File: config.mk
export PLATFORM = sky130hd
export DESIGN_NAME = kcbs_queue
export DESIGN_NICKNAME = d
export VERILOG_FILES = /design/src/hw/rtl/kcbs_queue.sv
export SDC_FILE = /design/constraint.sdc
export NUM_CORES = 1
export LEC_CHECK = 0
export BUFFER_PORTS_ARGS = -buffer_cell sky130_fd_sc_hd__buf_2
export CORE_ASPECT_RATIO = 1.2
export CORE_MARGIN = 2
export CORE_UTILIZATION = 40
export CTS_CLUSTER_DIAMETER = 100
export DETAILED_ROUTE_END_ITERATION = 10
export HOLD_SLACK_MARGIN = 0.02
export PLACE_DENSITY_LB_ADDON = 0.2
export SLEW_MARGIN = 20
export SYNTH_ARGS = -nofsm -noshare
export SYNTH_HDL_FRONTEND = slang
export SYNTH_SLANG_ARGS = --single-unit
File: constraint.sdc
create_clock -name clock -period 3.4 [get_ports clock]
set_clock_uncertainty 0.05 [all_clocks]
set_input_delay 0 -clock clock [delete_from_list [all_inputs] [get_ports clock]]
set_output_delay 0 -clock clock [all_outputs]
set_load 0.05 [all_outputs]
File: src/hw/rtl/kcbs_queue.sv
// ----------------------------------------------------------------------------
// K-mer counter operation queue
// Small FIFO that decouples the front end from the count memory back end.
// ----------------------------------------------------------------------------
module kcbs_queue #(
   parameter int WIDTH = 33,
   parameter int DEPTH = 4
) (
   input  logic             clock,
   input  logic             reset,
   input  logic             push,
   input  logic [WIDTH-1:0] push_data,
   output logic             full,
   input  logic             pop,
   output logic [WIDTH-1:0] head_data,
   output logic             empty
);

   localparam int PW = (DEPTH > 1) ? $clog2(DEPTH) : 1;

   logic [WIDTH-1:0] entry_ff [DEPTH];
   logic [PW-1:0]    wr_ptr_ff, rd_ptr_ff;
   logic [PW:0]      used_ff;

   assign full      = (used_ff == (PW+1)'(DEPTH));
   assign empty     = (used_ff == '0);
   assign head_data = entry_ff[rd_ptr_ff];

   // Entry storage.
   always_ff @(posedge clock) begin
      if (push) begin
         entry_ff[wr_ptr_ff] <= push_data;
      end
   end

   // Pointers wrap at the depth; occupancy tracks push and pop together.
   always_ff @(posedge clock) begin
      if (reset) begin
         wr_ptr_ff <= '0;
         rd_ptr_ff <= '0;
         used_ff   <= '0;
      end else begin
         if (push) begin
            wr_ptr_ff <= (wr_ptr_ff == PW'(DEPTH - 1)) ? '0 : wr_ptr_ff + PW'(1);
         end
         if (pop) begin
            rd_ptr_ff <= (rd_ptr_ff == PW'(DEPTH - 1)) ? '0 : rd_ptr_ff + PW'(1);
         end
         case ({push, pop})
            2'b10:   used_ff <= used_ff + (PW+1)'(1);
            2'b01:   used_ff <= used_ff - (PW+1)'(1);
            default: used_ff <= used_ff;
         endcase
      end
   end

endmodule

After elaboration in Yosys (flattened, before gate mapping). Memory sizes are Yosys's and may differ from the RTL's. A register that Yosys moved wholly into a read port is not among the register bits. Index checks and enable logic that the tools add are counted.

Logic and storage cells: 22. Register bits: 7. Bits of input ports: 37. Output and inout port bits: 35. Memories kept: 1. RAM bits: 132.

Memory list: entry_ff (words 4, bits a word 33, rd ports 1, clocked after Yosys merged registers in 1, write ports 1, line 21) `logic [WIDTH-1:0] entry_ff [DEPTH];`.

Muxes and demuxes: 7. Equality and inequality tests: 5. Reductions and logical operators: 2. $add $sub $neg: 4.

Operator list (number): 2-bit 2-to-1 mux (4); 2-bit equality test, second input constant (3); 3-bit case mux with 2 select lines (1); 2-bit by 1-bit adder with 2-bit output, second input constant (2); 3-bit by 1-bit adder with 3-bit output, second input constant (1); 3-bit equality test, second input constant (1); 3-bit logical NOT (1); 3-bit by 1-bit subtractor with 3-bit output, second input constant (1); 2-bit by 1-bit equality test with 1-bit output, second input constant (1); 1-bit 2-to-1 mux (2); 2-bit nonzero test (1).

Longest topological paths before layout. Gate-level depths: netlist (run 1).

Word-level depth: 4. Gate-level depth with buffers: 7.

Worst setup path after synthesis (run 1). OpenSTA, ideal clock, no wires.

Kind: register to register. Start point: register wr_ptr_ff[0]. End point: memory entry_ff[3][0] (enable). Clock period less this slack: 1807 ps. Data arrival time: 1364 ps. Path slack: 1593 ps. Setup time: 393 ps. Required time: 2957 ps. Stages on the path, launching flop included: 3. Path through: dfxtp_1 -> ha_1 -> and2_1.

RTL lines: from (decl) (line 22) `logic [PW-1:0] wr_ptr_ff, rd_ptr_ff;`; from (signal assigned) (line 44) `wr_ptr_ff <= (wr_ptr_ff == PW'(DEPTH - 1)) ? '0 : wr_ptr_ff + PW'(1);`; to (decl) (line 21).

No word-level cell before the write port.

==> results of run 1 <==
## per-stage QoR
stage	power [W]	setup slack [ns]	cell area (µm²)
3_3_place_gp	0.002521	1.492	5754
5_1_grt	0.004387	0.9582	6668
4_1_cts	0.004269	1.035	6668
2_1_floorplan	0.002404	1.593	5256
3_5_place_dp	0.002529	1.470	5754
6_report	0.004228	1.122	6668
## report_power, final
part | internal, W | switching [W] | total [W]
sequential | 0.00198 | 0.0000394 | 0.00202
clock | 0.00106 | 0.000653 | 0.00171
combinational | 0.000172 | 0.000325 | 0.000497
total | 0.00321 | 0.00102 | 0.00423
## metal layers
layer / share of wire, % / vias to the layer above
li1: - / 1152
met1: 42 / 1262
met2: 53 / 59
met3: 4.3 / 7
met4: 0.95 / 0
met5: 0 / -
## synthesized netlist by cell type
master	number	area [µm²]
edfxtp_1	132	3964
mux4_2	30	675.7
dfxtp_1	9	180.2
inv_1	7	26.28
nor2_1	7	26.28
ha_1	6	75.07
a21oi_1	4	20.02
and2_1	4	25.02
buf_12	3	60.06
buf_2	3	15.01
mux4_1	3	78.83
mux2i_1	2	20.02
nor3b_1	2	15.01
xor2_1	2	17.52
and3_1	1	6.260
buf_6	1	11.26
clkbuf_1	1	3.750
fa_1	1	20.02
nor3_1	1	5.000
o21ai_0	1	5.000
or3_1	1	6.260
## kinds of logic (layout without fill, tap and decap cells)
kind of cell,after synthesis,count (layout),synth area share (%)
AO/OA/AOI/OAI,5,5,0.4760
XOR/XNOR,2,2,0.3333
adder cells (fa/ha/maj),7,7,1.809
buffers and inverters,15,146,2.214
flip-flops,141,141,78.84
multiplexers,35,35,14.73
AND/OR/NAND/NOR,16,16,1.595
## worst paths after layout
check	from	endpoint	slack [ns]	cells past startpoint
setup / recovery	flip-flop	head_data[10]	1.12	3
hold / removal	push_data[20]	entry_ff[2][20]	0.30	2
setup reg to reg	wr_ptr_ff[0]	entry_ff[3][14]	1.60	2
hold reg to reg	used_ff[2]	used_ff[2]	0.46	2
## repair_timing
action                                 in CTS  in global routing
endpoints found under the hold margin     141                  0
hold buffers                               36                  0
setup buffers                               0                  0
## sequential cells by signal, indices dropped and copies added (netlist names), named ones only
signal	count
entry_ff	132
used_ff	3
wr_ptr_ff	2
rd_ptr_ff	2
## cell type report
type                            count  area, µm²  share of cell area (%)
Tap cell                          164      205.2                   3.078
Inverter                            7      26.28                  0.3941
Timing Repair Buffer              108      735.7                   11.03
Multi-Input combinational cell     65       1001                   15.01
Sequential cell                   141       4146                   62.19
Clock inverter                     14      127.6                   1.914
Clock buffer                       17      425.4                   6.380
==> results.toml, run 1 <==
[run_status]
run_status = "finished clean"

[routing]
drcViolationCount = 0
wl_mm = 9.032
drtIter0Drc = 114
num_vias = 2480
wire_per_inst_um = 17.50
dr.pass1.iters = 4
viasPerCell = 4.806
final_antenna_net_count = 0

[pwr]
vdd_drop_max_uv = 444.7
leakage_nw = 2.326
p_per_area_nw_per_um2 = 634.1

[run]
cap_violations = 0

[logic_synthesis]
syn_nets = 265
synth_cell_types = 21
yosysSeqAreaShare_pct = 78.84
syn_area_per_cell_um2 = 23.78
ys_ff_latch = 141
syn_area_um2 = 5256
synthCells = 221
ys_warn_count = 0

[global_route]
grt_pass1_vias = 2705
busiest_layer = "met2"
grt_overflow = 0
met3_usage_pct = 4.879
grt_pass1_wl_mm = 14.07
antenna_found_initial = 0
met2_usage_pct = 23.79
grt_util_met1_pct = 16.54
grt_use_total_pct = 13.96
grt_max_degree = 34

[timing]
hold_viol_final = 0
min_period_ns = 2.278
setup_viol = 0
whs_ns = 0.2963
clock.fmax_ghz = 0.4390
rsz0062_at_grt = "no"
drv_slew = 0
setup_tns_ns = 0
tightest_slew_ns = 0.9691
slew-limit-headroom_pct = 35.39
fin_crit_sh_pct = 67.00

[critical_path]
required_ns = 3.35
cp_cell_sequence = "buf_12, mux4_1, buf_2"
crit_buf_inv = 2
arrival_ns = 2.23
crit_fanout = 19
slowest_stage = "dfxtp_2"
crit_type = "reg2out"
cpPeakStageDelay_ns = 0.72
cp-start-kind = "flip-flop"
crit_family = "flip-flops"
cp-end-kind = "output pin"

[placed_design]
gp_congestion = 0.6683
io_buffers = 71
dp_cells = 449
place_hpwl_mm = 5.113

[die]
initial_core_util_pct = 41.31
die_w_um = 108.6
die_area_um2 = 14080
core_um2 = 12720
rows = 45
die_h_um = 129.6
ioPinCount = 72

[cells_and_area]
synthToLayoutAreaGrowth_pct = 26.85
layout_commonest_cell = "edfxtp_1"
final_nets = 384
num_antenna_cells = 0
drive_gt1_share_pct = 38.35
fillers = 1048
final_util_pct = 52.40
fin_cells = 516
final_cell_mix = "132 x edfxtp_1, 71 x buf_2, 36 x dlygate4sd3_1"

[clock_tree]
clock_sinks = 141
cts.clk_slew.worst_paths_ns = 0.06
cts_max_path_buffers = 2
clock_latency_ns = 0.40
root_buffer = "clkbuf_16"
post_cts_resize_count = 0
cts-htree-levels = 4
cts_tree = "built"
cts-buffers-inserted = 17

[worst_hold_path]
hold_path.class = "in2reg"
Power figures use the tool's default switching activity.
==> run 2: changes to the inputs <==
--- a/config.mk
+++ b/config.mk
@@ -5,6 +5,7 @@
 export SDC_FILE = /design/constraint.sdc
 export NUM_CORES = 1
 export LEC_CHECK = 0
+export ABC_AREA = 1
 export BUFFER_PORTS_ARGS = -buffer_cell sky130_fd_sc_hd__buf_2
 export CORE_ASPECT_RATIO = 1.2
 export CORE_MARGIN = 2
==> constraint.sdc (replaced) <==
create_clock -name clock -period 2.36 [get_ports clock]
set_clock_uncertainty 0.05 [all_clocks]
set_input_delay 0 -clock clock [delete_from_list [all_inputs] [get_ports clock]]
set_output_delay 0 -clock clock [all_outputs]
set_load 0.05 [all_outputs]
==> run 2 against run 1 <==
Highest routed layer unchanged. Largest cell class unchanged. Global-route usage increased by 2.4 points. Non-clock buffer count increased by 9. Die area increased by 2.0%. First-iteration DRC count increased by 19%. Flip-flop and latch count unchanged. Via count increased by 37%.
==> results.toml, run 2 <==
[run_status]
run_status = "finished clean"

[global_route]
antenna_found_initial = 0
grt_use_total_pct = 16.35
grt_pass1_vias = 3493
grt_overflow = 0
grt_max_degree = 67
grt_pass1_wl_mm = 17.29

[routing]
wire_per_inst_um = 16.14
num_vias = 3400
viasPerCell = 5.030
drcViolationCount = 0
drtIter0Drc = 136
wl_mm = 10.91
dr.pass1.iters = 7
final_antenna_net_count = 0

[pwr]
leakage_nw = 2.485
p_per_area_nw_per_um2 = 913.0
vdd_drop_max_uv = 466.5

[critical_path]
crit_type = "reg2out"
crit_fanout = 66
required_ns = 2.31
rrSetupSlack_ns = 0.52
cp-start-kind = "flip-flop"
r2r_start = "wr_ptr_ff[0]"
reg2regPathDepth = 4
cp-end-kind = "output pin"
arrival_ns = 2.07
r2r-end = "entry_ff[3][0]"

[clock_tree]
post_cts_resize_count = 0
clock_latency_ns = 0.40
root_buffer = "clkbuf_16"
cts-buffers-inserted = 17
post_cts_buffers = 0
clock_sinks = 141
cts_max_path_buffers = 2
cts-htree-levels = 4
cts.clk_slew.worst_paths_ns = 0.05
cts_tree = "built"

[logic_synthesis]
synthCells = 379
synthTopCellsByCount = "132 x edfxtp_1, 71 x nor2_1, 52 x o21ai_0, 33 x o22ai_1, 18 x o21ai_1"
ys_ff_latch = 141
synth_top_area_share_pct = 73.86
synth.most_common_cell = "edfxtp_1"
synth_edf_count = 132
synth_cell_types = 20
syn_nets = 423
synth_flop_cell = "edfxtp_1"
ys_warn_count = 0
synth_area_leader_cell = "edfxtp_1"
synthTopCellsByArea = "edfxtp_1 74%, nor2_1 5.0%, o21ai_0 4.8%, o22ai_1 3.8%, dfxtp_1 3.4%"
yosysSeqAreaShare_pct = 77.22
syn_area_um2 = 5366
ys_async_sr_fraction_pct = 0
syn_area_per_cell_um2 = 14.16

[cells_and_area]
largest_reg_flops = 132
reg_top3 = "entry_ff: 132 flops, used_ff: 3 flops"
fillers = 1141
synthToLayoutAreaGrowth_pct = 26.79
drive_gt1_share_pct = 21.46
largest_register = "entry_ff"
num_antenna_cells = 0
final_cell_mix = "132 x edfxtp_1, 71 x nor2_1, 71 x buf_2"
final_nets = 539
layout_commonest_cell = "edfxtp_1"

[die]
die_w_um = 109.7
initial_core_util_pct = 40.72
die_h_um = 130.9
die_area_um2 = 14360
core_um2 = 13180
ioPinCount = 72
rows = 46

[placed_design]
gp_congestion = 0.7255
post-place-ws_ns = 0.4910
io_buffers = 71
place_hpwl_mm = 6.163

[timing]
layout_setup_ws_ns = 0.2400
tightest_slew_ns = 0.6811
rsz0062_at_grt = "no"
fin_crit_sh_pct = 89.83
min_period_ns = 2.120
drv_slew = 0
setup_tns_ns = 0
clock.fmax_ghz = 0.4717
hold_viol_final = 0
setup_viol = 0
slew-limit-headroom_pct = 54.59

[worst_hold_path]
min_from = "reset"
hold_depth = 3
hold_path.class = "in2reg"

[run]
cap_violations = 0
run 2: area by class of cell:
class | count | area, µm² | share of cell area, %
clock buffer | 25 | 498.0 | 7.319
inverter | 18 | 67.56 | 0.9930
sequential | 141 | 4145 | 60.92
tap | 168 | 210.2 | 3.089
multi-input combinational | 200 | 1005 | 14.77
clock inverter | 7 | 60.06 | 0.8827
timing repair buffer | 117 | 818.3 | 12.03
run 2: worst max-delay path by stage:
stage | start | endpoint | slack, ns
CTS | flip-flop | head_data[15] | 0.17
floorplan | wr_ptr_ff[0] | entry_ff[3][0] | 0.68
global route | flip-flop | head_data[24] | 0.08
detailed placement | wr_ptr_ff[0] | entry_ff[3][3] | 0.49
finish | flip-flop | head_data[15] | 0.24
global placement | wr_ptr_ff[0] | entry_ff[3][6] | 0.53
run 2: report_power, final:
group	internal, W	total, W	switching [W]
registers	0.00285	0.00288	0.0000297
clock network	0.00156	0.00247	0.000904
logic	0.000226	0.000862	0.000636
run 2: per-stage QoR:
stage          cells  area [µm²]  utilization (%)  total power, W  hold WS, ns
2_1_floorplan    379        5366                -        0.003527      0.02238
3_5_place_dp     607        5876            44.58        0.003759       0.1584
4_1_cts          676        6804            51.62        0.006274       0.2592
3_3_place_gp     607        5876            44.58        0.003744       0.1561
5_1_grt          676        6804            51.62        0.006444       0.2873
6_report         676        6804            51.62        0.006212       0.2863
run 2: kinds of logic after synthesis:
| group | after synthesis | share of synthesized area, % |
|---|---|---|
| compound gates | 108 | 10.84 |
| fa+ha+maj | 7 | 1.772 |
| buf+inv | 38 | 4.057 |
| flops | 141 | 77.22 |
| simple gates | 85 | 6.109 |
run 2: repair_timing:
| item | 4_1_cts | 5_1_grt |
|---|---|---|
| setup endpoints to repair | 0 | 0 |
| hold endpoints to repair | 141 | 0 |
| hold buffers | 37 | 0 |
run 2: worst max-delay path: stages, from the launching register on:
cell,delay [ns]
dfxtp_2,0.33
buf_4,0.56
o21ai_0,0.19
o22ai_1,0.25
buf_2,0.31
run 2: routing by layer:
layer	part of all wire, %	vias to the layer above	global-route usage, %
met3	3.7	10	4.712
met1	42	1694	18.73
met4	1.2	0	6.031
met2	53	60	28.94
met5	0	-	0
li1	-	1636	-
