--- config.mk ---
export PLATFORM = sky130hd
export DESIGN_NAME = kcbs_front
export DESIGN_NICKNAME = d
export VERILOG_FILES = /design/src/hw/rtl/kcbs_pkg.sv /design/src/hw/rtl/kcbs_front.sv
export SDC_FILE = /design/constraint.sdc
export NUM_CORES = 1
export LEC_CHECK = 0
export ABC_AREA = 1
export BUFFER_PORTS_ARGS = -buffer_cell sky130_fd_sc_hd__buf_4
export CAP_MARGIN = 20
export CORE_MARGIN = 4
export CORE_UTILIZATION = 45
export CTS_CLUSTER_DIAMETER = 200
export DETAILED_ROUTE_END_ITERATION = 8
export PLACE_DENSITY = 0.7
export SYNTH_ARGS = -nofsm -noshare
export SYNTH_HDL_FRONTEND = slang
export SYNTH_SLANG_ARGS = --single-unit
export TNS_END_PERCENT = 100
--- constraint.sdc ---
create_clock -name clock -period 5.2 [get_ports clock]
set_clock_uncertainty 0.15 [all_clocks]
set_input_delay 0.78 -clock clock [delete_from_list [all_inputs] [get_ports clock]]
set_output_delay 0.78 -clock clock [all_outputs]
set_load 0.02 [all_outputs]
--- src/hw/rtl/kcbs_pkg.sv ---
// ----------------------------------------------------------------------------
// K-mer counter package
// Beat types, command and operation codes shared by the k-mer counter blocks.
// ----------------------------------------------------------------------------
package kcbs_pkg;

   // Width of the k-mer length register and of the fill counter.
   localparam int KLEN_W = 4;

   // Width of the packed query k-mer carried on the request channel.
   localparam int QUERY_W = 16;

   // Width of the count field on the response channel.
   localparam int COUNT_OUT_W = 32;

   // Reset value of the k-mer length register.
   localparam logic [KLEN_W-1:0] KLEN_RESET = 4'd6;

   // Depth of the operation queue between front and back.
   localparam int QUEUE_DEPTH = 4;

   // Request commands.
   localparam logic [1:0] CMD_ADD_BASE = 2'd0;
   localparam logic [1:0] CMD_END_SEQ  = 2'd1;
   localparam logic [1:0] CMD_READ     = 2'd2;

   // Operation kinds handed from front to back.
   localparam logic OP_BUMP = 1'b0;
   localparam logic OP_READ = 1'b1;

   // Request beat.
   typedef struct packed {
      logic [1:0]         command;
      logic [1:0]         base;
      logic [QUERY_W-1:0] query_kmer;
   } kcbs_req_type;

   // Response beat.
   typedef struct packed {
      logic [COUNT_OUT_W-1:0] count;
      logic                   saturated;
   } kcbs_rsp_type;

endpackage

--- src/hw/rtl/kcbs_front.sv ---
// ----------------------------------------------------------------------------
// K-mer counter front end
// Accepts request beats, keeps the rolling forward and reverse-complement
// windows and the k-mer length register, and queues bump and read operations.
// ----------------------------------------------------------------------------
module kcbs_front #(
   parameter int K_MAX = 8
) (
   input  logic                         clock,
   input  logic                         reset,
   input  logic                         req_valid,
   output logic                         req_stall,
   input  kcbs_pkg::kcbs_req_type       req_data,
   input  logic                         csr_valid,
   output logic                         csr_ready,
   input  logic [kcbs_pkg::KLEN_W-1:0]  csr_data,
   input  logic                         clearing,
   input  logic                         op_full,
   output logic                         op_push,
   output logic [2*(2*K_MAX)+1-1:0]     op_data
);
   import kcbs_pkg::*;

   localparam int TW = 2 * K_MAX;

   typedef struct packed {
      logic          kind;
      logic [TW-1:0] addr_f;
      logic [TW-1:0] addr_r;
   } op_type;

   logic [KLEN_W-1:0] klen_ff;
   logic [TW-1:0]     fwd_ff, fwd_in;
   logic [TW-1:0]     rev_ff, rev_in;
   logic [KLEN_W-1:0] fill_ff, fill_in;
   logic [KLEN_W-1:0] k_eff;
   logic [TW-1:0]     wmask;
   logic [TW-1:0]     comp_bits;
   logic [TW-1:0]     fwd_next, rev_next;
   logic [KLEN_W-1:0] fill_cap, fill_next;
   logic [TW+QUERY_W-1:0] query_ext;
   logic              accept;
   logic              window_full;
   op_type            op;

   // The length register is always ready; the user is to write it only while idle, which the block does not enforce.
   assign csr_ready = 1'b1;

   always_ff @(posedge clock) begin
      if (reset) begin
         klen_ff <= KLEN_RESET;
      end else if (csr_valid) begin
         klen_ff <= csr_data;
      end
   end

   // Clamp the programmed length into 1..K_MAX.
   always_comb begin
      if (klen_ff == '0) begin
         k_eff = KLEN_W'(1);
      end else if (klen_ff > KLEN_W'(K_MAX)) begin
         k_eff = KLEN_W'(K_MAX);
      end else begin
         k_eff = klen_ff;
      end
   end

   // Window mask covers the low 2k bits.
   always_comb begin
      for (int i = 0; i < TW; i++) begin
         wmask[i] = (i < 2 * int'(k_eff));
      end
   end

   // Rolling windows: forward shifts in at the bottom, complement at the top.
   always_comb begin
      comp_bits = TW'(~req_data.base) << (2 * (int'(k_eff) - 1));
      fwd_next  = TW'({fwd_ff, req_data.base}) & wmask;
      rev_next  = ((rev_ff >> 2) | comp_bits) & wmask;
   end

   // Fill count is capped at k, then advanced until the window is full.
   always_comb begin
      fill_cap  = (fill_ff > k_eff) ? k_eff : fill_ff;
      fill_next = (fill_cap < k_eff) ? fill_cap + KLEN_W'(1) : fill_cap;
      window_full = (fill_next == k_eff);
   end

   assign accept    = req_valid && !req_stall;
   assign req_stall = clearing || op_full;

   // Next window state per command.
   always_comb begin
      fwd_in  = fwd_ff;
      rev_in  = rev_ff;
      fill_in = fill_ff;
      if (accept) begin
         case (req_data.command)
            CMD_ADD_BASE: begin
               fwd_in  = fwd_next;
               rev_in  = rev_next;
               fill_in = fill_next;
            end
            CMD_END_SEQ: begin
               fwd_in  = '0;
               rev_in  = '0;
               fill_in = '0;
            end
            default: begin
            end
         endcase
      end
   end

   always_ff @(posedge clock) begin
      if (reset) begin
         fwd_ff  <= '0;
         rev_ff  <= '0;
         fill_ff <= '0;
      end else begin
         fwd_ff  <= fwd_in;
         rev_ff  <= rev_in;
         fill_ff <= fill_in;
      end
   end

   // Query is masked to the table index width, zero-extended when wider.
   assign query_ext = {{TW{1'b0}}, req_data.query_kmer};

   // Classify the beat into a queued operation.
   always_comb begin
      op      = '0;
      op_push = 1'b0;
      if (accept && req_data.command == CMD_ADD_BASE && window_full) begin
         op.kind   = OP_BUMP;
         op.addr_f = fwd_next;
         op.addr_r = rev_next;
         op_push   = 1'b1;
      end else if (accept && req_data.command == CMD_READ) begin
         op.kind   = OP_READ;
         op.addr_f = query_ext[TW-1:0];
         op_push   = 1'b1;
      end
   end

   assign op_data = op;

endmodule

=== Word level (Yosys, flattened, before mapping) ===
Index checks and enable logic that the tools add are counted.

* $add $sub $neg: 2
* Magnitude comparators: 19
* Equality and inequality tests: 3
* Shift operators: 1
* Multiplexer cells: 12
* Bitwise operators: 4
* Reduce and logical (&&, ||, !) cells: 10

{| class="wikitable"
|+ Operator list
! kind !! count
|-
| $lt A4 B5 Y1 const A || 8
|-
| $mux W17 || 2
|-
| $and A16 B16 Y16 || 2
|-
| $pmux W16 S2 || 1
|-
| $shl A16 B32 Y16 || 1
|-
| $pmux W14 S2 || 1
|-
| $lt A3 B5 Y1 const A || 4
|-
| $mux W16 || 1
|-
| $mux W4 || 4
|-
| $not A2 Y16 || 1
|-
| $or A14 B16 Y16 || 1
|-
| $lt A1 B5 Y1 const A || 2
|-
| $lt A2 B5 Y1 const A || 2
|-
| $pmux W4 S2 || 1
|-
| $sub A4 B1 Y5 const B || 1
|-
| $add A4 B1 Y4 const B || 1
|-
| $eq A4 B4 Y1 || 1
|-
| $gt A4 B4 Y1 || 1
|-
| $gt A4 B4 Y1 const B || 1
|-
| $logic_and A1 B1 Y1 || 4
|-
| $logic_not A4 Y1 || 1
|-
| $lt A4 B4 Y1 || 1
|-
| $eq A2 B1 Y1 const B || 1
|-
| $eq A2 B2 Y1 const B || 1
|-
| other kinds (6) || 7
|}

* Flip-flop bits (word level): 38
* Input port bits: 30
* Output and inout port bits: 36

=== Depth between registers and ports, before layout ===
Gate-level depths: netlist (run 1).

* Depth in word-level cells: 10
* Depth in mapped cells: 26
* Depth with buffers taken out: 24

=== Worst setup path after synthesis (run 1) ===
Ideal clock, no wire load.

* Path type: register to output
* Start: reg klen_ff[3]
* End: out op_push
* Arrival time: 3.447 ns
* Data required time: 4.270 ns
* Slack: 0.823 ns
* Stages on the path, launching flop included: 23
* Path buffers: 2
* Path through: dfxtp_1 nor2_4 nand2_4 nand2_4 clkbuf_1 ha_1 inv_1 nand2_1 nand2_1 nand2_1 nand2_2 nand2_2 nand2_1 nand2_1 ha_1 a21oi_1 nand3_1 nand3_1 nand2_1 nor2_4 nand3_4 buf_6 nand2_1

* Longest elaborated chain between the ends: 10
* Elaborated cells between the ends (all ways): 12
* Those cells by class: 1 x add/sub; 3 x order compare; 1 x eq/ne; 5 x mux; 2 x reduce/logical

{| class="wikitable"
|+ RTL lines
! element !! line !! text
|-
| start, declared || kcbs_front.sv:32 || <nowiki>logic [KLEN_W-1:0] klen_ff;</nowiki>
|-
| start signal, assigned || kcbs_front.sv:53 || <nowiki>klen_ff <= csr_data;</nowiki>
|-
| $gt A4 B4 Y1 || kcbs_front.sv:61 || <nowiki>end else if (klen_ff > KLEN_W'(K_MAX)) begin</nowiki>
|-
| $mux W4 || kcbs_front.sv:61 ||
|-
| $mux W4 * || kcbs_front.sv:59 || <nowiki>if (klen_ff == '0) begin</nowiki>
|-
| $gt A4 B4 Y1 || kcbs_front.sv:84 || <nowiki>fill_cap = (fill_ff > k_eff) ? k_eff : fill_ff;</nowiki>
|-
| $mux W4 || kcbs_front.sv:84 ||
|-
| $add A4 B1 Y4 or $lt A4 B4 Y1 (tied branches) || kcbs_front.sv:85 || <nowiki>fill_next = (fill_cap < k_eff) ? fill_cap + KLEN_W'(1) : fill_cap;</nowiki>
|-
| $mux W4 || kcbs_front.sv:85 ||
|-
| $eq A4 B4 Y1 * || kcbs_front.sv:86 || <nowiki>window_full = (fill_next == k_eff);</nowiki>
|-
| $logic_and A1 B1 Y1 * || kcbs_front.sv:134 || <nowiki>if (accept && req_data.command == CMD_ADD_BASE && window_full) begin</nowiki>
|-
| $mux W1 * || kcbs_front.sv:134 ||
|-
| end, declared || kcbs_front.sv:19 || <nowiki>output logic op_push,</nowiki>
|}

Every way passes the cells marked *; elsewhere a longest branch is shown, timed or not.

=== Final worst setup path (run 1) ===
* Start: reg klen_ff[2]
* End: out op_data[12]

* Longest elaborated chain between the ends: 10
* Elaborated cells between the ends (all ways): 17
* Those cells by class: 2 x add/sub; 4 x order compare; 1 x eq/ne; 1 x shift; 5 x mux; 2 x bitwise; 2 x reduce/logical

{| class="wikitable"
|+ RTL lines
! element !! line !! text
|-
| $gt A4 B4 Y1 || kcbs_front.sv:61 ||
|-
| $mux W4 || kcbs_front.sv:61 ||
|-
| $mux W4 * || kcbs_front.sv:59 ||
|-
| $gt A4 B4 Y1 || kcbs_front.sv:84 ||
|-
| $mux W4 || kcbs_front.sv:84 ||
|-
| $add A4 B1 Y4 or $lt A4 B4 Y1 (tied branches) || kcbs_front.sv:85 ||
|-
| $mux W4 || kcbs_front.sv:85 ||
|-
| $eq A4 B4 Y1 || kcbs_front.sv:86 ||
|-
| $logic_and A1 B1 Y1 || kcbs_front.sv:134 ||
|-
| $mux W16 * || kcbs_front.sv:134 ||
|-
| end, declared || kcbs_front.sv:20 || <nowiki>output logic [2*(2*K_MAX)+1-1:0] op_data</nowiki>
|}

Marks and branches as above.

==> results.txt, run 1 <==
Yosys reg bits: 36
Residual DRC count: 0
Post-DP HPWL: 5440 um
CTS tree: built
Net load switching power: 0.250 mW
Initial antenna violation count: 0
Max Buffers Root-to-Sink: 2
Fmax: 208 MHz
Initial DRC Count: 129
Status: finished, final reports clean
Worst r2r src: klen_ff[2]
YS warnings: 0
Post-Syn Instances: 437
Initial Util: 46.3%
Core area: 5920 sq um
NumNets Final: 537
Row count: 28
Placer Congestion: 0.951
Clock power frac: 29.1%
Antenna-violating nets left: 0
CTS Sinks: 36
Routed WL per cell: 12.7 um
Worst hold path class: reg -> reg
Kind of cell adding the most delay to the critical path: simple AND/OR/NAND/NOR gates
Fillers: 613
Die area: 7410 sq um
Crit-path max FO: 12
Bufs and invs on worst path: 7
Netlist cell types: 30
Sw frac: 36.1%
Post-synth net total: 477
CTS Buf Count: 5
Total track usage: 20.5%
Reg-to-reg setup timing slack: 2.24 ns
H-tree levels: 2
Slew headroom: 35.0%
CP startpoint: klen_ff[2]
Cell Area, Placed: 3260 sq um
Die height: 86.1 um
Port bufs: 64
Ant diodes: 0
Max-Cap Viols: 0
Via-per-instance ratio: 5.06
Hold Slack: 0.316 ns
Vias in the first global route: 2650
Internal: 0.444 mW
Min Tclk post-route: 4.81 ns
Worst path max stage delay: 0.41 ns
Io pins: 66
Fin area: 3390 sq um
Global-route wire length before repair: 12500 um
Crit path launch type: flop
Seq pwr share: 40.9%
Sequential fraction of the synthesis area: 26.3%
Pwr dens: 205 nW/um^2
Post-Route Setup TNS: 0 ns
CP max stage cell: dfxtp_1
Root Buffer: clkbuf_8
VDD IR max: 0.137 mV
Crit path to: op_data[12]
Die W: 86.1 um
Routed Wire Length: 7260 um
First drt pass iteration count: 4
Data required time at the worst endpoint: 4.27 ns
Slew Viols, Final: 0
Period utilization: 92.5%
Crit path top cell by count: nand2_1
Register-to-Register Path Depth: 18
Hold buffers post-CTS: 0
GR Overflow Total: 0
Clock Pin Slew Worst Setup and Hold Paths: 0.08 ns
Critical path arrival: 3.88 ns
Cell area after synthesis: 2740 sq um
Final Hold Viols: 0
Post-synth top area share: 26.3%
Share of cells above drive strength 1: 24.3%
Largest net degree at the start of global routing: 48
Top cells by area, synth: dfxtp_1 (26%), nand2_1 (16%), inv_1 (8.9%), a21oi_1 (7.3%), nor2_4 (4.9%)
Crit. End Element: primary output
Cell breakdown of the critical path: inv_1 -> nor2_4 -> inv_1 -> ha_1 -> nand2_1 -> inv_2 -> nand2_1 -> nand2_2 -> nand2_2 -> nand2_1 -> nand2_1 -> ha_1 -> a21oi_1 -> buf_4 -> nand2_4 -> clkinv_1 -> nand2_1 -> nand3_1 -> nand2_2 -> nor2_8 -> nand3_4 -> buf_4 -> nor2_1 -> buf_4
Combinational group share of total power: 30.0%
Unrepaired setup endpoints after global routing: no
Setup violations, final: 0
WS Path Type: reg -> out
Reg-to-reg endpoint: fill_ff[0]
Critical Path Stages: 24
Synth-to-Final Area Change: 23.5%
Cell accounting for the most synthesized area: dfxtp_1
Worst-Margin Slew: 0.970 ns
Vias: 2899
Leakage power: 1.54 nW
Syn avg cell area: 6.28 sq um
Clk_lat worst skew: 0.29 ns
## worst register-to-register path, stage by stage (launching register included)
cell     delay [ns]
dfxtp_1        0.41
inv_1          0.14
nor2_4         0.16
inv_1          0.11
ha_1           0.28
nand2_1        0.06
inv_2          0.06
nand2_1        0.06
nand2_2        0.11
nand2_2        0.10
nand2_1        0.07
nand2_1        0.12
ha_1           0.32
a21oi_1        0.15
buf_4          0.17
nand2_4        0.09
nand2_1        0.10
nand3_1        0.09
a21oi_1        0.13
## sequential cells by signal, indices dropped and copies added, names as in the netlist
name     cells
fill_ff      4
fwd_ff      14
klen_ff      4
rev_ff      14
## cells by family after synthesis
group / Yosys count / synth area share, %
AO/OA/AOI/OAI: 65 / 12.5
AND/OR/NAND/NOR: 235 / 43.1
buffers and inverters: 89 / 13.1
other: 1 / 0.137
flip-flops: 36 / 26.3
XOR/XNOR: 1 / 0.319
adder cells (fa/ha/maj): 10 / 4.56
## synthesized netlist by cell type, drive strengths merged
library cell / count
nor2: 49
inv: 68
o22ai: 2
nand2: 136
ha: 10
buf: 7
dfxtp: 36
o211ai: 2
nand3: 28
nor3: 3
a31oi: 6
nand4: 17
a211oi: 1
nand3b: 2
xor2: 1
a21oi: 40
clkinv: 1
o21ai: 14
clkbuf: 13
conb: 1
## metal layers
layer,vias to the layer above,track usage (%),part of all wire (%)
li1,1505,-,-
met1,1284,29.1,44
met2,103,32.0,44
met3,7,4.03,10
met4,0,4.75,1.3
met5,-,0,0
## layout make-up
cell class / count / area (sq um) / area share, %
multi-input combinational: 312 / 1680 / 49.4
timing repair buffer: 73 / 548 / 16.2
inverter: 69 / 259 / 7.64
tap: 75 / 93.8 / 2.77
sequential: 36 / 724 / 21.4
clock inverter: 3 / 18.8 / 0.554
clock buffer: 5 / 68.8 / 2.03
## worst min path at each step
stage,from,end,slack [ns],cells past startpoint
after floorplan,rev_ff[2],rev_ff[2],0.29,2
after global placement,rev_ff[11],rev_ff[11],0.30,2
after detailed placement,fwd_ff[6],fwd_ff[6],0.31,2
after CTS,fwd_ff[11],fwd_ff[11],0.32,2
after global routing,fwd_ff[9],fwd_ff[9],0.34,2
final,fwd_ff[1],fwd_ff[1],0.32,2
## power groups by stage
| stage | Combinational (mW) | Clock [mW] | Sequential [mW] |
|---|---|---|---|
| finish | 0.208 | 0.202 | 0.284 |
| global route | 0.234 | 0.215 | 0.285 |
| CTS | 0.198 | 0.206 | 0.284 |
| detailed placement | 0.198 | 0 | 0.290 |
| global placement | 0.197 | 0 | 0.290 |
| floorplan | 0.149 | 0 | 0.288 |
## placed cells by master, fill, tap and decap left out, types with 6 or more instances in the layout
master and n:
a21oi_1 40, a31oi_1 6, buf_4 73, dfxtp_1 35, ha_1 10, inv_1 65
nand2_1 120, nand2_2 9, nand2_4 7, nand3_1 24, nand4_1 17, nor2_1 34
nor2_4 13, o21ai_0 14
## stage by stage
step	worst slack [ns]	cells	power, mW	utilization (%)
floorplan	0.823	437	0.438	-
global placement	0.595	561	0.487	55.1
detailed placement	0.434	561	0.488	55.1
CTS	0.102	569	0.687	56.6
global route	0.0579	573	0.733	57.2
finish	0.391	573	0.694	57.2
## repair_timing
| item | CTS | global route |
|---|---|---|
| setup buffers | 0 | 4 |
| gates resized for setup | 0 | 3 |
| setup endpoints to repair | 0 | 33 |
(Power assumes the default switching activity.)
==> run 2: changes to the inputs <==
ABC_AREA = unset   (was 1)
PLACE_DENSITY = 0.71   (was 0.7)
==> results.txt, run 2 <==
Routed WL per cell: 17.9 um
Die area: 6540 sq um
Hold Slack: 0.306 ns
Most common cell after layout, fill and taps aside: buf_4
WS Path Type: reg -> out
Hold EP: rev_ff[9]
YS warnings: 0
Register-to-Register Path Depth: 16
Worst-Margin Slew: 1.10 ns
Cell Area, Placed: 2960 sq um
CTS Buf Count: 5
Row count: 26
Vias: 2624
Combinational group share of total power: 27.7%
Primary FF master, synth: dfxtp_1
Die W: 80.9 um
Seq pwr share: 41.0%
Post-synth EDFFs: 0
Slew Viols, Final: 0
Die height: 80.9 um
Min Tclk post-route: 5.18 ns
Top cells by area, synth: dfxtp_1 (30%), nor2_1 (6.9%), a32o_1 (6.7%), a21oi_1 (5.7%), a22oi_1 (5.7%)
Commonest cells in the netlist: nor2_1 (44), dfxtp_1 (36), a21oi_1 (27)
NumNets Final: 411
Syn avg cell area: 8.10 sq um
Status: finished, final reports clean
Post-DP HPWL: 5460 um
Leakage power: 1.38 nW
Worst Hold Depth: 2
Global-route wire length before repair: 12000 um
Clock power frac: 31.3%
Setup violations, final: 0
Initial DRC Count: 212
Worst r2r src: klen_ff[2]
GR Overflow Total: 0
Fillers: 498
Antenna-violating nets left: 0
Total power: 0.690 mW
Via-per-instance ratio: 5.94
CTS tree: built
Post-synth top area share: 30.2%
Port bufs: 64
Biggest registers after layout: fwd_ff (14), rev_ff (14)
CTS Sinks: 36
Synth-to-Final Area Change: 38.6%
Io pins: 66
Data required time at the worst endpoint: 4.27 ns
Residual DRC count: 0
Crit-path max FO: 6
Placer Congestion: 1.00
Share of cells above drive strength 1: 36.8%
Internal: 0.471 mW
Vias in the first global route: 2443
Final Hold Viols: 0
Initial antenna violation count: 0
Total track usage: 23.3%
Crit path launch type: flop
Net load switching power: 0.219 mW
Crit. End Element: primary output
Worst hold path class: reg -> reg
H-tree levels: 2
First drt pass iteration count: 4
Sequential fraction of the synthesis area: 30.2%
Yosys reg bits: 36
Largest net degree at the start of global routing: 37
FFs w/ async S/R, synth: 0%
Slew headroom: 26.4%
Final Util: 64.4%
Root Buffer: clkbuf_8
Sw frac: 31.7%
Max Buffers Root-to-Sink: 2
Fin area: 3310 sq um
Reg-to-reg endpoint: fill_ff[1]
VDD IR max: 0.142 mV
Cell accounting for the most synthesized area: dfxtp_1
Critical path arrival: 4.25 ns
Ant diodes: 0
Initial Util: 46.5%
Post-synth net total: 335
Post-Syn Instances: 295
Reg-to-reg setup timing slack: 1.38 ns
Cell area after synthesis: 2390 sq um
Routed Wire Length: 7900 um
Core area: 5140 sq um
Fmax: 193 MHz
Commonest non-fill, non-tap cells in the layout: buf_4 (80), nor2_1 (44), dfxtp_1 (32)
Netlist cell types: 53
Clk_lat worst skew: 0.30 ns
Clock Pin Slew Worst Setup and Hold Paths: 0.07 ns
Most common cell in the synthesized netlist: nor2_1
Pwr dens: 208 nW/um^2
Max-Cap Viols: 0
Period utilization: 99.6%
HP Start: rev_ff[9]
## run 2: cell count changes in the layout (fill, tap and decap cells not counted), sizes merged, moves of 10 or more
cell   before  now
buf        73   88
nand4      17    2
nor4        0   10
a32o        0   16
nand3      28    4
a22oi       0   18
inv        68    9
a21oi      40   28
nand2     136   20
## run 2: kinds of logic (layout without fill, tap and decap cells)
kind of cell / Yosys count / after routing / share of synthesized area, %
AO/OA/AOI/OAI: 95 / 95 / 29.4
XOR/XNOR: 9 / 9 / 3.93
adder cells (fa/ha/maj): 10 / 10 / 5.24
buffers and inverters: 28 / 105 / 5.29
flip-flops: 36 / 36 / 30.2
multiplexers: 7 / 7 / 3.09
other: 1 / 1 / 0.157
AND/OR/NAND/NOR: 109 / 109 / 22.7
## run 2: worst max path at each step
stage                     startpoint     endpoint  slack (ns)  cells after the start
final                     klen_ff[2]   op_data[1]        0.02                     17
after global routing      klen_ff[2]  op_data[24]       -0.10                     17
after CTS                 klen_ff[0]  op_data[26]       0.003                     18
after detailed placement  klen_ff[3]  op_data[26]        0.17                     17
after global placement    klen_ff[0]  op_data[26]        0.29                     18
after floorplan           klen_ff[2]  op_data[14]         0.1                     15
## run 2: final cells by class
cell class                      count  area (sq um)  share of cell area [%]
Clock buffer                        7          86.3                    2.61
Clock inverter                      1          7.51                   0.227
Inverter                            9          36.3                    1.10
Multi-Input combinational cell    231          1680                    50.6
Sequential cell                    36           728                    22.0
Tap cell                           70          87.6                    2.64
Timing Repair Buffer               88           691                    20.9
## run 2: per-stage QoR
step | TNS [ns] | setup slack (ns) | std cells
floorplan | 0 | 0.0976 | 295
global placement | 0 | 0.294 | 422
detailed placement | 0 | 0.167 | 422
CTS | 0 | 0.00259 | 430
global route | -1.72 | -0.102 | 442
finish | 0 | 0.0190 | 442
## run 2: timing repair
action,4_1_cts,5_1_grt
endpoints found under the setup margin,31,33
gates resized for setup,8,36
pin swaps,5,9
hold buffers,0,0
gates cloned,0,3
setup buffers,0,9
## run 2: worst max-delay path: stages (launching register included)
cell,delay (ns)
dfxtp_2,0.35
o21bai_4,0.17
and2_4,0.17
ha_2,0.27
and4_2,0.21
a21oi_4,0.20
mux2i_2,0.30
inv_1,0.11
ha_4,0.23
and2_4,0.16
a221o_1,0.39
nor2_4,0.25
o211ai_4,0.14
xnor2_2,0.21
nor3_4,0.32
buf_6,0.17
and3b_1,0.17
buf_4,0.15
## run 2: layer usage
| metal | GRT usage (%) | share of wire [%] |
|---|---|---|
| met5 | 0 | 0 |
| met1 | 31.8 | 44 |
| met2 | 37.4 | 50 |
| met3 | 4.21 | 4.7 |
| met4 | 7.09 | 0.75 |
## run 2: power groups by stage
stage          sequential (mW)  combinational [mW]  clock [mW]
2_1_floorplan            0.288               0.107           0
3_3_place_gp             0.289               0.156           0
3_5_place_dp             0.289               0.159           0
4_1_cts                  0.282               0.164       0.218
5_1_grt                  0.284               0.206       0.227
6_report                 0.283               0.191       0.216
==> run 3: changes to the inputs <==
CORE_UTILIZATION = 53   (was 45)
PLACE_DENSITY = 0.82   (was 0.71)
RECOVER_POWER = 50   (was unset)
==> results.txt, run 3 (same netlist as run 2, synthesis figures left out) <==
Net load switching power: 0.219 mW
Core area: 4350 sq um
Synth-to-Final Area Change: 33.4%
Largest net degree at the start of global routing: 37
Worst-Margin Slew: 1.96 ns
Final worst slack: 0.0363 ns
CTS Buf Count: 5
Initial DRC Count: 199
Via-per-instance ratio: 6.30
Hold buffers post-CTS: 0
Die height: 75.2 um
CTS tree: built
Die W: 75.2 um
Vias in the first global route: 2319
Global-route wire length before repair: 11300 um
Crit path launch type: flop
Combinational group share of total power: 27.0%
Most common cell after layout, fill and taps aside: buf_4
Crit. End Element: primary output
Ant diodes: 0
Total power: 0.684 mW
Critical path arrival: 4.23 ns
Share of cells above drive strength 1: 32.0%
Residual DRC count: 0
FF+latch area: 728 sq um
Root Buffer: clkbuf_8
Leakage power: 1.30 nW
Routed Wire Length: 7800 um
Final Hold Viols: 0
Max-Cap Viols: 3
Fin area: 3190 sq um
Sw frac: 32.0%
Commonest non-fill, non-tap cells in the layout: buf_4 (73), nor2_1 (43), dfxtp_1 (32)
Setup violations, final: 0
Violated checks: max-capacitance violations, max-slew violations
First drt pass iteration count: 5
Post-Route Setup TNS: 0 ns
Initial antenna violation count: 0
Clk_lat worst skew: 0.29 ns
Post-Place Cells: 402
Io pins: 66
Total track usage: 26.1%
Slew Viols, Final: 90
WL met2: 3860 um
Biggest registers after layout: fwd_ff (14), rev_ff (14)
Row count: 24
Met3 routed WL: 529 um
Pre-CTS setup slack: 0.219 ns
Finished Layout Cells: 415
Initial Util: 54.9%
Routed WL per cell: 18.8 um
Worst path max stage delay: 0.36 ns
Cell breakdown of the critical path: o21bai_4 -> and2_4 -> ha_1 -> nor2b_2 -> o211ai_2 -> a21oi_4 -> mux2i_2 -> inv_1 -> ha_4 -> and2_4 -> a221o_1 -> nor2_4 -> nand3b_1 -> a32oi_4 -> nor3_4 -> buf_12 -> a32o_1 -> buf_4
Vias: 2614
Min Tclk post-route: 5.16 ns
Placer Congestion: 0.933
NumNets Final: 402
Slew headroom: -31.2%
Data required time at the worst endpoint: 4.27 ns
Crit path top cell by count: and2_4
Cell Area, Placed: 2920 sq um
Die area: 5650 sq um
CTS Sinks: 36
Clock Pin Slew Worst Setup and Hold Paths: 0.08 ns
Crit-path max FO: 19
Max layer used: met4
Period utilization: 99.3%
Multi-input logic area: 1670 sq um
GR Overflow Total: 0
Post-DP HPWL: 5300 um
Max Buffers Root-to-Sink: 2
Seq pwr share: 41.4%
Worst hold path class: reg -> reg
Antenna-violating nets left: 0
Clock power frac: 31.6%
Status: finished with violations
Pwr dens: 215 nW/um^2
Fillers: 351
H-tree levels: 2
CP max stage cell: dfxtp_4
Kind of cell adding the most delay to the critical path: compound AO/OA/AOI/OAI gates
Fmax: 194 MHz
Bufs and invs on worst path: 3
WS Path Type: reg -> out
Wl on met1: 3200 um
Port bufs: 64
Internal: 0.465 mW
VDD IR max: 0.182 mV
## run 3: final cells by class
| type | instances | share of cell area (%) |
|---|---|---|
| tap | 52 | 2.04 |
| sequential | 36 | 22.9 |
| multi-input combinational | 231 | 52.3 |
| timing repair buffer | 79 | 18.8 |
| inverter | 9 | 1.06 |
| clock inverter | 1 | 0.236 |
| clock buffer | 7 | 2.71 |
## run 3: per-layer routing
| metal | global-route usage, % | vias up |
|---|---|---|
| met5 | 0 | - |
| li1 | - | 1231 |
| met1 | 34.1 | 1225 |
| met2 | 44.2 | 137 |
| met4 | 7.57 | 0 |
| met3 | 4.67 | 21 |
## run 3: worst reg2reg max path, delay by kind of cell (launching register included)
kind | cells | cell delay, ns
simple gates | 6 | 0.90
fa+ha+maj | 2 | 0.41
mux | 2 | 0.61
flops | 1 | 0.36
buf+inv | 1 | 0.12
compound gates | 5 | 1.07
## run 3: path summary, 6_finish.rpt
check | startpoint | end | slack [ns] | cells past startpoint
hold / removal | rev_ff[9] | rev_ff[9] | 0.30 | 2
setup / recovery | klen_ff[0] | op_data[16] | 0.04 | 18
setup reg to reg | klen_ff[0] | fill_ff[1] | 1.42 | 16
hold reg to reg | rev_ff[9] | rev_ff[9] | 0.30 | 2
## run 3: power groups by stage
stage	combinational [mW]	clock, mW	sequential [mW]
2_1_floorplan	0.107	0	0.288
3_3_place_gp	0.155	0	0.289
3_5_place_dp	0.157	0	0.289
4_1_cts	0.161	0.217	0.282
5_1_grt	0.197	0.230	0.284
6_report	0.185	0.216	0.283
## run 3: metrics by stage
step	utilization, %	hold slack [ns]
2_1_floorplan	-	0.283
3_3_place_gp	67.1	0.290
3_5_place_dp	67.1	0.295
4_1_cts	69.9	0.306
5_1_grt	73.2	0.326
6_report	73.2	0.304
## run 3: repair_timing
item | CTS | global route
setup endpoints to repair | 23 | 33
pin swaps | 5 | 6
gates resized for setup | 4 | 23
buffers inserted | 1 | 5
